`src/design/tet_rest_shape_and_lumped_mass_assert.svh`:
```
// Assertion macros for the block's control module.
// Each macro expects clk and rst_n in scope.
`ifndef TET_REST_SHAPE_AND_LUMPED_MASS_ASSERT_SVH
`define TET_REST_SHAPE_AND_LUMPED_MASS_ASSERT_SVH
`ifndef ASSERT_OFF
`define TRLS_ASSERT_IMP(lbl, a, b) \
    lbl: assert property (@(posedge clk) disable iff (!rst_n) (a) |-> (b)) \
        else $error("same-cycle check failed");
`define TRLS_ASSERT_NXT(lbl, a, b) \
    lbl: assert property (@(posedge clk) disable iff (!rst_n) (a) |=> (b)) \
        else $error("next-cycle check failed");
`else
`define TRLS_ASSERT_IMP(lbl, a, b)
`define TRLS_ASSERT_NXT(lbl, a, b)
`endif
`endif

```
`src/design/trls_pkg.sv`:
```
package trls_pkg;

    // store geometry
    localparam int VERTS  = 1024;
    localparam int VIDX_W = 10;

    // wide arithmetic widths
    localparam int DET_W  = 98;
    localparam int DIV_NW = 98;

    // config register
    localparam logic       REG_DENSITY = 1'b0;
    localparam logic [30:0] DENSITY_RST = 31'd65536;

    // volume divisor: 6 * 2^32
    localparam logic signed [DIV_NW-1:0] VOL_DEN = {{(DIV_NW-35){1'b0}}, 3'd6, 32'd0};

    // input actions
    localparam logic [1:0] ACT_LOAD = 2'd0;
    localparam logic [1:0] ACT_TET  = 2'd1;
    localparam logic [1:0] ACT_READ = 2'd2;

    // result kinds
    localparam logic [1:0] KIND_REST = 2'd0;
    localparam logic [1:0] KIND_INV  = 2'd1;
    localparam logic [1:0] KIND_MASS = 2'd2;

    // datapath operations
    typedef enum logic [4:0] {
        OP_NOP,
        OP_CAPTURE,
        OP_VWRITE,
        OP_MREAD_Q,
        OP_EMIT_Q,
        OP_VREAD,
        OP_VLATCH,
        OP_MUL_COF,
        OP_ACC_COF,
        OP_MUL_DET,
        OP_ACC_DET,
        OP_DIV_VOL,
        OP_WAIT_VOL,
        OP_EMIT_REST,
        OP_DIV_INV,
        OP_WAIT_INV,
        OP_EMIT_INV,
        OP_MUL_MASS,
        OP_LATCH_INC,
        OP_MREAD_C,
        OP_MWRITE_C,
        OP_CLEAR
    } dp_op_t;

    typedef struct packed {
        dp_op_t              op;
        logic [VIDX_W-1:0]   idx;
    } dp_cmd_t;

    typedef struct packed {
        logic out_free;
        logic div_done;
        logic deg;
    } dp_status_t;

    typedef struct packed {
        logic [1:0] r;
        logic [1:0] c;
    } rc_t;

    typedef struct packed {
        logic [1:0] a;
        logic [1:0] b;
    } pair_t;

    // flat 3x3 position to row and column
    function automatic rc_t rc_of(input logic [3:0] j);
        rc_t v;
        unique case (j)
            4'd0:    v = '{r: 2'd0, c: 2'd0};
            4'd1:    v = '{r: 2'd0, c: 2'd1};
            4'd2:    v = '{r: 2'd0, c: 2'd2};
            4'd3:    v = '{r: 2'd1, c: 2'd0};
            4'd4:    v = '{r: 2'd1, c: 2'd1};
            4'd5:    v = '{r: 2'd1, c: 2'd2};
            4'd6:    v = '{r: 2'd2, c: 2'd0};
            4'd7:    v = '{r: 2'd2, c: 2'd1};
            4'd8:    v = '{r: 2'd2, c: 2'd2};
            default: v = '{r: 2'd0, c: 2'd0};
        endcase
        return v;
    endfunction

    // the two indexes left when one is struck from 0..2
    function automatic pair_t minor_of(input logic [1:0] k);
        pair_t v;
        unique case (k)
            2'd0:    v = '{a: 2'd1, b: 2'd2};
            2'd1:    v = '{a: 2'd0, b: 2'd2};
            2'd2:    v = '{a: 2'd0, b: 2'd1};
            default: v = '{a: 2'd1, b: 2'd2};
        endcase
        return v;
    endfunction

    function automatic logic signed [31:0] sat32(input logic signed [32:0] v);
        logic signed [31:0] s;
        if (v[32] != v[31]) begin
            s = v[32] ? 32'sh80000000 : 32'sh7fffffff;
        end else begin
            s = v[31:0];
        end
        return s;
    endfunction

endpackage

```
`src/design/trls_ctrl.sv`:
```
`include "tet_rest_shape_and_lumped_mass_assert.svh"

module trls_ctrl (
    input  logic                  clk,
    input  logic                  rst_n,
    input  logic                  in_valid,
    input  logic [1:0]            action,
    output logic                  in_stall,
    input  trls_pkg::dp_status_t  status,
    output trls_pkg::dp_cmd_t     cmd
);

    localparam int VW = trls_pkg::VIDX_W;

    typedef enum logic [20:0] {
        S_CLR    = 21'h000001,
        S_IDLE   = 21'h000002,
        S_LOAD   = 21'h000004,
        S_QRD    = 21'h000008,
        S_QEMIT  = 21'h000010,
        S_VRD    = 21'h000020,
        S_VLAT   = 21'h000040,
        S_MUL    = 21'h000080,
        S_ACC    = 21'h000100,
        S_DMUL   = 21'h000200,
        S_DACC   = 21'h000400,
        S_VDIV   = 21'h000800,
        S_VWAIT  = 21'h001000,
        S_EMIT_R = 21'h002000,
        S_IDIV   = 21'h004000,
        S_IWAIT  = 21'h008000,
        S_EMIT_I = 21'h010000,
        S_MMUL   = 21'h020000,
        S_MLAT   = 21'h040000,
        S_MRD    = 21'h080000,
        S_MWR    = 21'h100000
    } state_t;

    state_t          state_reg, state_next;
    logic [VW-1:0]   cnt_reg, cnt_next;
    trls_pkg::rc_t   iw_rc;

    // row and column of the inverse entry in progress
    assign iw_rc = trls_pkg::rc_of(cnt_reg[3:0]);

    // state register
    always_ff @(posedge clk or negedge rst_n)
    begin
        if (!rst_n)
        begin
            state_reg <= S_CLR;
            cnt_reg   <= '0;
        end
        else
        begin
            state_reg <= state_next;
            cnt_reg   <= cnt_next;
        end
    end

    // sequencing
    always_comb
    begin
        state_next = state_reg;
        cnt_next   = cnt_reg;
        cmd.op     = trls_pkg::OP_NOP;
        cmd.idx    = cnt_reg;
        unique case (state_reg)
            S_CLR:
            begin
                cmd.op = trls_pkg::OP_CLEAR;
                if (cnt_reg == VW'(trls_pkg::VERTS - 1))
                begin
                    cnt_next   = '0;
                    state_next = S_IDLE;
                end
                else
                begin
                    cnt_next = cnt_reg + VW'(1);
                end
            end
            S_IDLE:
            begin
                if (in_valid)
                begin
                    cmd.op   = trls_pkg::OP_CAPTURE;
                    cnt_next = '0;
                    case (action)
                        trls_pkg::ACT_LOAD: state_next = S_LOAD;
                        trls_pkg::ACT_TET:  state_next = S_VRD;
                        trls_pkg::ACT_READ: state_next = S_QRD;
                        default:            state_next = S_IDLE;
                    endcase
                end
            end
            S_LOAD:
            begin
                cmd.op     = trls_pkg::OP_VWRITE;
                state_next = S_IDLE;
            end
            S_QRD:
            begin
                cmd.op     = trls_pkg::OP_MREAD_Q;
                state_next = S_QEMIT;
            end
            S_QEMIT:
            begin
                if (status.out_free)
                begin
                    cmd.op     = trls_pkg::OP_EMIT_Q;
                    state_next = S_IDLE;
                end
            end
            S_VRD:
            begin
                cmd.op     = trls_pkg::OP_VREAD;
                state_next = S_VLAT;
            end
            S_VLAT:
            begin
                cmd.op = trls_pkg::OP_VLATCH;
                if (cnt_reg == VW'(3))
                begin
                    cnt_next   = '0;
                    state_next = S_MUL;
                end
                else
                begin
                    cnt_next   = cnt_reg + VW'(1);
                    state_next = S_VRD;
                end
            end
            S_MUL:
            begin
                cmd.op     = trls_pkg::OP_MUL_COF;
                state_next = S_ACC;
            end
            S_ACC:
            begin
                cmd.op = trls_pkg::OP_ACC_COF;
                if (cnt_reg == VW'(17))
                begin
                    cnt_next   = '0;
                    state_next = S_DMUL;
                end
                else
                begin
                    cnt_next   = cnt_reg + VW'(1);
                    state_next = S_MUL;
                end
            end
            S_DMUL:
            begin
                cmd.op     = trls_pkg::OP_MUL_DET;
                state_next = S_DACC;
            end
            S_DACC:
            begin
                cmd.op = trls_pkg::OP_ACC_DET;
                if (cnt_reg == VW'(5))
                begin
                    cnt_next   = '0;
                    state_next = S_VDIV;
                end
                else
                begin
                    cnt_next   = cnt_reg + VW'(1);
                    state_next = S_DMUL;
                end
            end
            S_VDIV:
            begin
                cmd.op     = trls_pkg::OP_DIV_VOL;
                state_next = S_VWAIT;
            end
            S_VWAIT:
            begin
                cmd.op = trls_pkg::OP_WAIT_VOL;
                if (status.div_done)
                begin
                    cnt_next   = '0;
                    state_next = S_EMIT_R;
                end
            end
            S_EMIT_R:
            begin
                if (status.out_free)
                begin
                    cmd.op = trls_pkg::OP_EMIT_REST;
                    if (cnt_reg == VW'(2))
                    begin
                        // degenerate: inverse rows are zero, one emit per row
                        cnt_next   = status.deg ? VW'(2) : '0;
                        state_next = status.deg ? S_EMIT_I : S_IDIV;
                    end
                    else
                    begin
                        cnt_next = cnt_reg + VW'(1);
                    end
                end
            end
            S_IDIV:
            begin
                cmd.op     = trls_pkg::OP_DIV_INV;
                state_next = S_IWAIT;
            end
            S_IWAIT:
            begin
                cmd.op = trls_pkg::OP_WAIT_INV;
                if (status.div_done)
                begin
                    if (iw_rc.c == 2'd2)
                    begin
                        state_next = S_EMIT_I;
                    end
                    else
                    begin
                        cnt_next   = cnt_reg + VW'(1);
                        state_next = S_IDIV;
                    end
                end
            end
            S_EMIT_I:
            begin
                if (status.out_free)
                begin
                    cmd.op = trls_pkg::OP_EMIT_INV;
                    if (cnt_reg == VW'(8))
                    begin
                        cnt_next   = '0;
                        state_next = status.deg ? S_IDLE : S_MMUL;
                    end
                    else if (status.deg)
                    begin
                        cnt_next = cnt_reg + VW'(3);
                    end
                    else
                    begin
                        cnt_next   = cnt_reg + VW'(1);
                        state_next = S_IDIV;
                    end
                end
            end
            S_MMUL:
            begin
                cmd.op     = trls_pkg::OP_MUL_MASS;
                state_next = S_MLAT;
            end
            S_MLAT:
            begin
                cmd.op     = trls_pkg::OP_LATCH_INC;
                cnt_next   = '0;
                state_next = S_MRD;
            end
            S_MRD:
            begin
                cmd.op     = trls_pkg::OP_MREAD_C;
                state_next = S_MWR;
            end
            S_MWR:
            begin
                cmd.op = trls_pkg::OP_MWRITE_C;
                if (cnt_reg == VW'(3))
                begin
                    cnt_next   = '0;
                    state_next = S_IDLE;
                end
                else
                begin
                    cnt_next   = cnt_reg + VW'(1);
                    state_next = S_MRD;
                end
            end
            default:
            begin
                state_next = S_IDLE;
            end
        endcase
    end

    assign in_stall = (state_reg != S_IDLE);

    // checks
    `TRLS_ASSERT_IMP(a_emit_free, (cmd.op == trls_pkg::OP_EMIT_REST || cmd.op == trls_pkg::OP_EMIT_INV || cmd.op == trls_pkg::OP_EMIT_Q), status.out_free)
    `TRLS_ASSERT_IMP(a_mass_not_deg, (state_reg == S_MWR || state_reg == S_MMUL), !status.deg)
    `TRLS_ASSERT_NXT(a_vwait_hold, (state_reg == S_VWAIT && !status.div_done), state_reg == S_VWAIT)

endmodule

```
`config.mk`:
```
export PLATFORM = sky130hd
export DESIGN_NAME = trls_ctrl
export DESIGN_NICKNAME = d
export VERILOG_FILES = /design/src/design/trls_pkg.sv /design/src/design/trls_ctrl.sv
export VERILOG_INCLUDE_DIRS = /design/src /design/src/design
export SDC_FILE = /design/constraint.sdc
export NUM_CORES = 1
export LEC_CHECK = 0
export CORE_UTILIZATION = 55
export DETAILED_ROUTE_END_ITERATION = 12
export DONT_BUFFER_PORTS = 1
export GPL_TIMING_DRIVEN = 1
export PLACE_DENSITY = 0.7
export SETUP_SLACK_MARGIN = 0.4
export SKIP_CTS_REPAIR_TIMING = 1
export SYNTH_ARGS = -nofsm -noshare
export SYNTH_HDL_FRONTEND = slang
export SYNTH_SLANG_ARGS = --single-unit
```
`constraint.sdc`:
```
create_clock -name clk -period 3.15 [get_ports clk]
set_clock_uncertainty 0.1 [all_clocks]
set_input_delay 0.63 -clock clk [delete_from_list [all_inputs] [get_ports clk]]
set_output_delay 0.63 -clock clk [all_outputs]
set_load 0.01 [all_outputs]
```
==> qor.txt, run 1 <==
TIMING
--------------------------------------------------------------------------------------------------------
Setup violations, final                                                                                0
Setup repair after global routing missed its margin                                                 true
Transition time at the pin with the least slew margin                                           0.671 ns
Worst path setup slack after routing                                                           0.0574 ns
Slew Limit Headroom                                                                                54.9%
Final number of hold-violating endpoints                                                               0
Final worst path period need                                                                     3.09 ns
Period utilization                                                                                 98.2%
Post-route worst hold slack                                                                    0.0560 ns
Highest clock frequency the design can meet                                                      323 MHz
Final Max Slew Viols                                                                                   0
Setup_tns                                                                                           0 ns

FLOORPLAN
--------------------------------------------------------------------------------------------------------
Starting density of the core                                                                       58.3%
Die outline width                                                                                73.2 um
Boundary pin count                                                                                    24
Die footprint                                                                                   5360 um2
DIE HEIGHT                                                                                       73.2 um
Standard-cell row count                                                                               25
Core area                                                                                       4790 um2

GLOBAL ROUTE
--------------------------------------------------------------------------------------------------------
Number of antenna violations at the first check in global routing                                      0
Overall overflow remaining after global route                                                          0
Pin count of the biggest net entering global routing                                                  32
Global-route wire length before repair                                                          13700 um
Total global-route track usage                                                                     34.4%
Number of global-route vias before repair                                                           2638

CLOCK TREE
--------------------------------------------------------------------------------------------------------
Clock Root Buffer                                                                           sky130_fd_sc_hd__clkbuf_8
Clock buffer count from CTS                                                                            5
Number of levels in the clock H-tree                                                                   2
Insertion delay of the later-clocked pin in the worst-skew pair                                  0.29 ns
Worst-case clock buffer depth                                                                          2
Number of clock sinks seen by CTS                                                                     31
Post-CTS clock slew at the launch and capture registers of the worst setup and hold paths        0.07 ns
Clock tree from TritonCTS                                                                          built

PLACED DESIGN
--------------------------------------------------------------------------------------------------------
Post-Place Cell Area                                                                            3070 um2
Placer Congestion                                                                                   1.02
Placement-stage worst setup slack                                                               0.139 ns
Number of placed cells counting well taps                                                            432
Number of buffers inserted by port buffering                                                           0
HPWL after DPL                                                                                   6580 um

LAYOUT
--------------------------------------------------------------------------------------------------------
Final core occ                                                                                     79.5%
Count of fill cells added during filler insertion                                                    300
Final standard cell count with taps included and fillers excluded                                    475
Ratio of cells with drive above 1 in the final layout                                              37.5%
Max reg flops                                                                                         21
Nets@finish                                                                                          420
Layout Area Growth over Synthesis                                                                  36.4%
Antenna Diode Count                                                                                    0
Post-layout instance area                                                                       3800 um2

POWER
--------------------------------------------------------------------------------------------------------
Internal power component                                                                         1.39 mW
Net switching component of the power                                                             1.30 mW
Total power per unit cell area                                                                708 nW/um2
Combinational share of power                                                                       66.3%
Switching Share                                                                                    48.3%
Leakage                                                                                          1.70 nW
Sequential power share                                                                             22.0%
Worst supply voltage drop on vdd                                                                0.479 mV
Share of total power in the clock network                                                          11.6%
Sum of internal, switching and leakage power                                                     2.69 mW

DETAILED ROUTING
--------------------------------------------------------------------------------------------------------
Wire length after detailed routing                                                               9940 um
Avg WL per Cell                                                                                  20.9 um
DRC violation count after routing                                                                      0
Number of DRC violations after detailed-routing iteration 0                                          376
Length of the first detailed-routing pass in iterations                                                6
Antenna violation net count after detailed routing                                                     0
Via count normalized by instance count                                                              6.84
Via count                                                                                           3247

WORST SETUP PATH
--------------------------------------------------------------------------------------------------------
Worst Setup End Kind                                                                         output port
Data required time at the worst endpoint                                                         2.42 ns
Startpoint type of the worst setup path                                                         register
Crit Path Class                                                                               reg -> out
Crit path DAT                                                                                    2.36 ns
CP max FO                                                                                              5

MIN PATH
--------------------------------------------------------------------------------------------------------
Class of the tightest hold or removal check                                                  in -> async

YOSYS
--------------------------------------------------------------------------------------------------------
Top flip-flop cell by instance count after synthesis                                        sky130_fd_sc_hd__dfrtp_1
Sequential cell area fraction in the yosys report                                                  27.9%
Distinct cell type count of the synthesized netlist                                                   71
Syn Inst Count                                                                                       342
Net count after synthesis                                                                            355
Ys Warns                                                                                               0
Post-synthesis cell area                                                                        2790 um2
Share of flip-flops with an asynchronous set or reset after synthesis                               100%
Average size of a mapped cell                                                                   8.15 um2
Post-synth EDFFs                                                                                       0
Total of flip-flops plus latches after synthesis                                                      31

STATUS
--------------------------------------------------------------------------------------------------------
Outcome                                                                                        completed

JOB
--------------------------------------------------------------------------------------------------------
Number of max-cap violations                                                                           0

-- power groups by stage --
stage / combinational (mW) / sequential (mW) / clock, mW
final: 1.79 / 0.593 / 0.314
after global routing: 1.91 / 0.600 / 0.325
after CTS: 1.28 / 0.572 / 0.316
after detailed placement: 1.27 / 0.580 / 0
after global placement: 1.26 / 0.575 / 0
after floorplan: 0.948 / 0.571 / 0
-- critical path, cell delays in order, from the launching register on --
cell                      delay (ns)
sky130_fd_sc_hd__dfrtp_1        0.48
sky130_fd_sc_hd__nor4_4         0.37
sky130_fd_sc_hd__nand2_2        0.15
sky130_fd_sc_hd__nor2_4         0.13
sky130_fd_sc_hd__nand3_2        0.10
sky130_fd_sc_hd__or4_4          0.53
sky130_fd_sc_hd__nand4_1        0.14
sky130_fd_sc_hd__nor2_1         0.06
sky130_fd_sc_hd__nand2_1        0.12
-- per-layer routing --
metal	GRT usage, %	vias to the layer above	share of wire [%]
li1	-	1415	-
met1	52.3	1556	42
met2	49.0	236	44
met3	7.46	40	11
met4	8.06	0	3.4
met5	0	-	0
-- final timing paths --
path                              start       endpoint  slack [ns]  cells past startpoint
max reg2reg                state_reg[1]     cnt_reg[8]        0.31                     11
max in group asynchronous         rst_n  state_reg[18]        2.71                      1
max                        state_reg[1]        cmd[10]        0.06                      8
min                               rst_n  state_reg[13]        0.06                      1
min reg2reg                state_reg[4]   state_reg[6]        0.47                      1
min in group clk              status[0]  state_reg[17]        0.31                      1
-- final cells by class --
class                   instances  area, um2  share of cell area [%]
flip-flops and latches         31        783                    20.6
repair buffers                 70        581                    15.3
clock inverters                 1       5.00                   0.132
inverters                      19       71.3                    1.87
well taps                      67       83.8                    2.20
clock buffers                   7       76.3                    2.01
multi-input cells             280       2200                    57.9
-- cell usage in the layout (no fill, tap or decap), types with 6 or more instances in the layout --
cell type	synthesis	routed
sky130_fd_sc_hd__xnor2_1	7	7
sky130_fd_sc_hd__nand2_1	37	34
sky130_fd_sc_hd__o21ai_0	7	6
sky130_fd_sc_hd__nor2_1	40	33
sky130_fd_sc_hd__buf_4	1	60
sky130_fd_sc_hd__buf_6	2	8
sky130_fd_sc_hd__nand3_1	21	17
sky130_fd_sc_hd__nor4_1	9	6
sky130_fd_sc_hd__a31oi_1	8	8
sky130_fd_sc_hd__nor3_1	15	8
sky130_fd_sc_hd__inv_1	19	19
sky130_fd_sc_hd__and3_1	8	6
sky130_fd_sc_hd__a21oi_1	12	12
sky130_fd_sc_hd__dfrtp_1	30	25
sky130_fd_sc_hd__nor3_2	0	6
-- synthesized netlist by cell type, types with 3 or more instances --
library cell                n  area share, %
sky130_fd_sc_hd__nand3b_1   5            1.3
sky130_fd_sc_hd__a41oi_1    4            1.3
sky130_fd_sc_hd__nor4_4     3            2.3
sky130_fd_sc_hd__a211oi_1   4            1.1
sky130_fd_sc_hd__nor3_1    15            2.7
sky130_fd_sc_hd__nor3_4     3            1.7
sky130_fd_sc_hd__inv_1     19            2.6
sky130_fd_sc_hd__a22oi_1    3           0.81
sky130_fd_sc_hd__buf_2      3           0.54
sky130_fd_sc_hd__and3_1     8            1.8
sky130_fd_sc_hd__a21oi_1   12            2.2
sky130_fd_sc_hd__nand4_1    5            1.1
sky130_fd_sc_hd__xnor2_1    7            2.2
sky130_fd_sc_hd__a31oi_1    8            1.8
sky130_fd_sc_hd__ha_1       5            2.2
sky130_fd_sc_hd__nand3_1   21            3.8
sky130_fd_sc_hd__dfrtp_1   30             27
sky130_fd_sc_hd__nand2_1   37            5.0
sky130_fd_sc_hd__nor3b_1    6            1.6
sky130_fd_sc_hd__nand2b_1   5            1.1
sky130_fd_sc_hd__or4_1      3           0.81
sky130_fd_sc_hd__clkbuf_1   7           0.94
sky130_fd_sc_hd__o22ai_1    3           0.67
sky130_fd_sc_hd__nor2b_1    5            1.1
sky130_fd_sc_hd__o21ai_0    7            1.3
sky130_fd_sc_hd__nor2_1    40            5.4
sky130_fd_sc_hd__or3_1      4           0.90
sky130_fd_sc_hd__nor4_1     9            2.0
-- cell families after synthesis --
group	share of synthesized area, %
AO/OA/AOI/OAI	22.3
XOR/XNOR	2.83
adder cells (fa/ha/maj)	2.24
buffers and inverters	5.11
flip-flops	27.9
multiplexers	1.12
AND/OR/NAND/NOR	38.6
(Power assumes the default switching activity.)
==> run 2, diff against run 1 <==
Settings changed: CORE_ASPECT_RATIO set to 1.75.
==> run 2 against run 1 <==
Wire length increased by 1.4%. Critical path depth rose by 1. Clock-buffer cell count stayed put. Critical endpoint unchanged. Clock power fell by 1%. Critical path type unchanged. Total power up 0.11%. Largest cell class unchanged. Sequential cell count did not move. Cell area shrank 3.8%. Setup slack better by 0.057 ns. Via count fell by 2.6%. Die area up 0.21%.
==> qor.txt, run 2 (synthesis results as in run 1) <==
GLOBAL ROUTE
--------------------------------------------------------------------------------------------------------
Global-route wire length before repair                                                          14600 um   was 13700 um
Number of global-route vias before repair                                                           2975   was 2638
Pin count of the biggest net entering global routing                                                  32   unchanged
Number of antenna violations at the first check in global routing                                      0   unchanged
Total global-route track usage                                                                     35.9%   was 34.4%
Overall overflow remaining after global route                                                          0   unchanged

TIMING
--------------------------------------------------------------------------------------------------------
Final worst path period need                                                                     3.04 ns   was 3.09 ns
Period utilization                                                                                 96.4%   was 98.2%
Final number of hold-violating endpoints                                                               0   unchanged
Transition time at the pin with the least slew margin                                           0.613 ns   was 0.671 ns
Setup violations, final                                                                                0   unchanged
Post-route worst hold slack                                                                    0.0651 ns   was 0.0560 ns
Setup repair after global routing missed its margin                                                 true   unchanged
Worst path setup slack after routing                                                            0.114 ns   was 0.0574 ns
Highest clock frequency the design can meet                                                      329 MHz   was 323 MHz
Final Max Slew Viols                                                                                   0   unchanged
Slew Limit Headroom                                                                                58.5%   was 54.9%

POWER
--------------------------------------------------------------------------------------------------------
Total power per unit cell area                                                                737 nW/um2   was 708 nW/um2
Worst supply voltage drop on vdd                                                                0.525 mV   was 0.479 mV
Leakage                                                                                          1.63 nW   was 1.70 nW

CLOCK TREE
--------------------------------------------------------------------------------------------------------
Clock buffer count from CTS                                                                            5   unchanged
Clock Root Buffer                                                                           sky130_fd_sc_hd__clkbuf_8   unchanged
Clock tree from TritonCTS                                                                          built   unchanged
Worst-case clock buffer depth                                                                          2   unchanged
Number of levels in the clock H-tree                                                                   2   unchanged
Insertion delay of the later-clocked pin in the worst-skew pair                                  0.28 ns   was 0.29 ns
Post-CTS clock slew at the launch and capture registers of the worst setup and hold paths        0.07 ns   about the same
Number of clock sinks seen by CTS                                                                     31   unchanged

WORST SETUP PATH
--------------------------------------------------------------------------------------------------------
Number of cell instances on the worst register-to-register path                                       12   was 11
Crit path DAT                                                                                    2.31 ns   was 2.36 ns
Crit Path Class                                                                               reg -> out   unchanged
CP max FO                                                                                              4   was 5
Capture point of the critical path                                                               cmd[10]   unchanged
Launch point of the worst path                                                              state_reg[6]   was state_reg[1]
Reg-to-reg endpoint                                                                           cnt_reg[7]   was cnt_reg[8]
Data required time at the worst endpoint                                                         2.42 ns   about the same
Register-to-register setup slack                                                                 0.28 ns   was 0.31 ns
Startpoint type of the worst setup path                                                         register   unchanged
Origin of the critical flop-to-flop path                                                    state_reg[0]   was state_reg[1]
Worst Setup End Kind                                                                         output port   unchanged

LAYOUT
--------------------------------------------------------------------------------------------------------
Ratio of cells with drive above 1 in the final layout                                              35.8%   was 37.5%
Antenna Diode Count                                                                                    0   unchanged
Most common cell after layout, fill and taps aside                                          sky130_fd_sc_hd__buf_4   unchanged
Max reg flops                                                                                         21   unchanged
Post-layout instance area                                                                       3660 um2   was 3800 um2
Layout Area Growth over Synthesis                                                                  31.2%   was 36.4%
Nets@finish                                                                                          414   was 420
Commonest cells after routing, fill and taps aside                                          sky130_fd_sc_hd__buf_4, sky130_fd_sc_hd__nor2_1, sky130_fd_sc_hd__nand2_1, sky130_fd_sc_hd__dfrtp_1   was sky130_fd_sc_hd__buf_4, sky130_fd_sc_hd__nand2_1, sky130_fd_sc_hd__nor2_1, sky130_fd_sc_hd__dfrtp_1, sky130_fd_sc_hd__inv_1

DETAILED ROUTING
--------------------------------------------------------------------------------------------------------
Avg WL per Cell                                                                                  22.1 um   was 20.9 um
Via count                                                                                           3163   was 3247
Wire length after detailed routing                                                              10100 um   was 9940 um
Number of DRC violations after detailed-routing iteration 0                                          165   was 376
Length of the first detailed-routing pass in iterations                                                5   was 6
Antenna violation net count after detailed routing                                                     0   unchanged
Via count normalized by instance count                                                              6.94   was 6.84
DRC violation count after routing                                                                      0   unchanged

FLOORPLAN
--------------------------------------------------------------------------------------------------------
Standard-cell row count                                                                               34   was 25
Starting density of the core                                                                       56.5%   was 58.3%
DIE HEIGHT                                                                                       96.2 um   was 73.2 um
Die footprint                                                                                   5370 um2   was 5360 um2
Die outline width                                                                                55.8 um   was 73.2 um
Core area                                                                                       4930 um2   was 4790 um2
Boundary pin count                                                                                    24   unchanged

PLACED DESIGN
--------------------------------------------------------------------------------------------------------
Placement-stage worst setup slack                                                              0.0285 ns   was 0.139 ns
HPWL after DPL                                                                                   7270 um   was 6580 um
Number of buffers inserted by port buffering                                                           0   unchanged
Placer Congestion                                                                                  0.966   was 1.02
Post-Place Cell Area                                                                            3070 um2   about the same

JOB
--------------------------------------------------------------------------------------------------------
Number of max-cap violations                                                                           0   unchanged

STATUS
--------------------------------------------------------------------------------------------------------
Outcome                                                                                        completed   unchanged

MIN PATH
--------------------------------------------------------------------------------------------------------
Class of the tightest hold or removal check                                                  in -> async   unchanged

run 2: per-stage QoR:
step                      util, %  setup TNS (ns)  instances  total power [mW]
after global routing         74.2               0        456              2.83
after floorplan                 -               0        342              1.52
after CTS                    63.9          -0.189        429              2.23
after detailed placement     62.2               0        421              1.91
final                        74.2               0        456              2.70
after global placement       62.2               0        421              1.91
run 2: layer usage:
metal | global-route usage, % | up-vias | share of wire [%]
li1 | - | 1404 | -
met5 | 0 | - | 0
met3 | 4.97 | 69 | 6.2
met1 | 34.4 | 1507 | 32
met4 | 22.4 | 0 | 7.9
met2 | 71.0 | 183 | 54
run 2: how the worst min path moves through the flow:
stage	slack, ns	to	startpoint	depth (start not counted)
final	0.07	state_reg[20]	rst_n	1
after global routing	0.07	state_reg[13]	rst_n	1
after CTS	-0.07	state_reg[16]	rst_n	0
after detailed placement	0.24	state_reg[13]	rst_n	0
after global placement	0.24	state_reg[13]	rst_n	0
after floorplan	0.23	cnt_reg[0]	rst_n	0
run 2: area by class of cell:
class | count | area (um2)
clock inverters | 1 | 5.00
inverters | 19 | 71.3
multi-input cells | 280 | 2130
repair buffers | 64 | 524
well taps | 54 | 67.6
flip-flops and latches | 31 | 790
clock buffers | 7 | 76.3
fillers | 376 | 1270
run 2: worst max-delay path, cell delays in order, from the launching register on:
cell                      delay, ns
sky130_fd_sc_hd__dfrtp_1       0.43
sky130_fd_sc_hd__nor4_4        0.27
sky130_fd_sc_hd__buf_4         0.19
sky130_fd_sc_hd__nand2_2       0.10
sky130_fd_sc_hd__nor2_4        0.13
sky130_fd_sc_hd__nand3_2       0.11
sky130_fd_sc_hd__or4_4         0.49
sky130_fd_sc_hd__nand4_1       0.11
sky130_fd_sc_hd__nor2_1        0.06
sky130_fd_sc_hd__nand2_1       0.11
run 2: report_power, final:
group / total (mW) / leakage, nW / internal (mW) / switching (mW)
clock: 0.310 / 0.0422 / 0.155 / 0.155
sequential: 0.599 / 0.395 / 0.471 / 0.127
combinational: 1.79 / 1.19 / 0.800 / 0.989
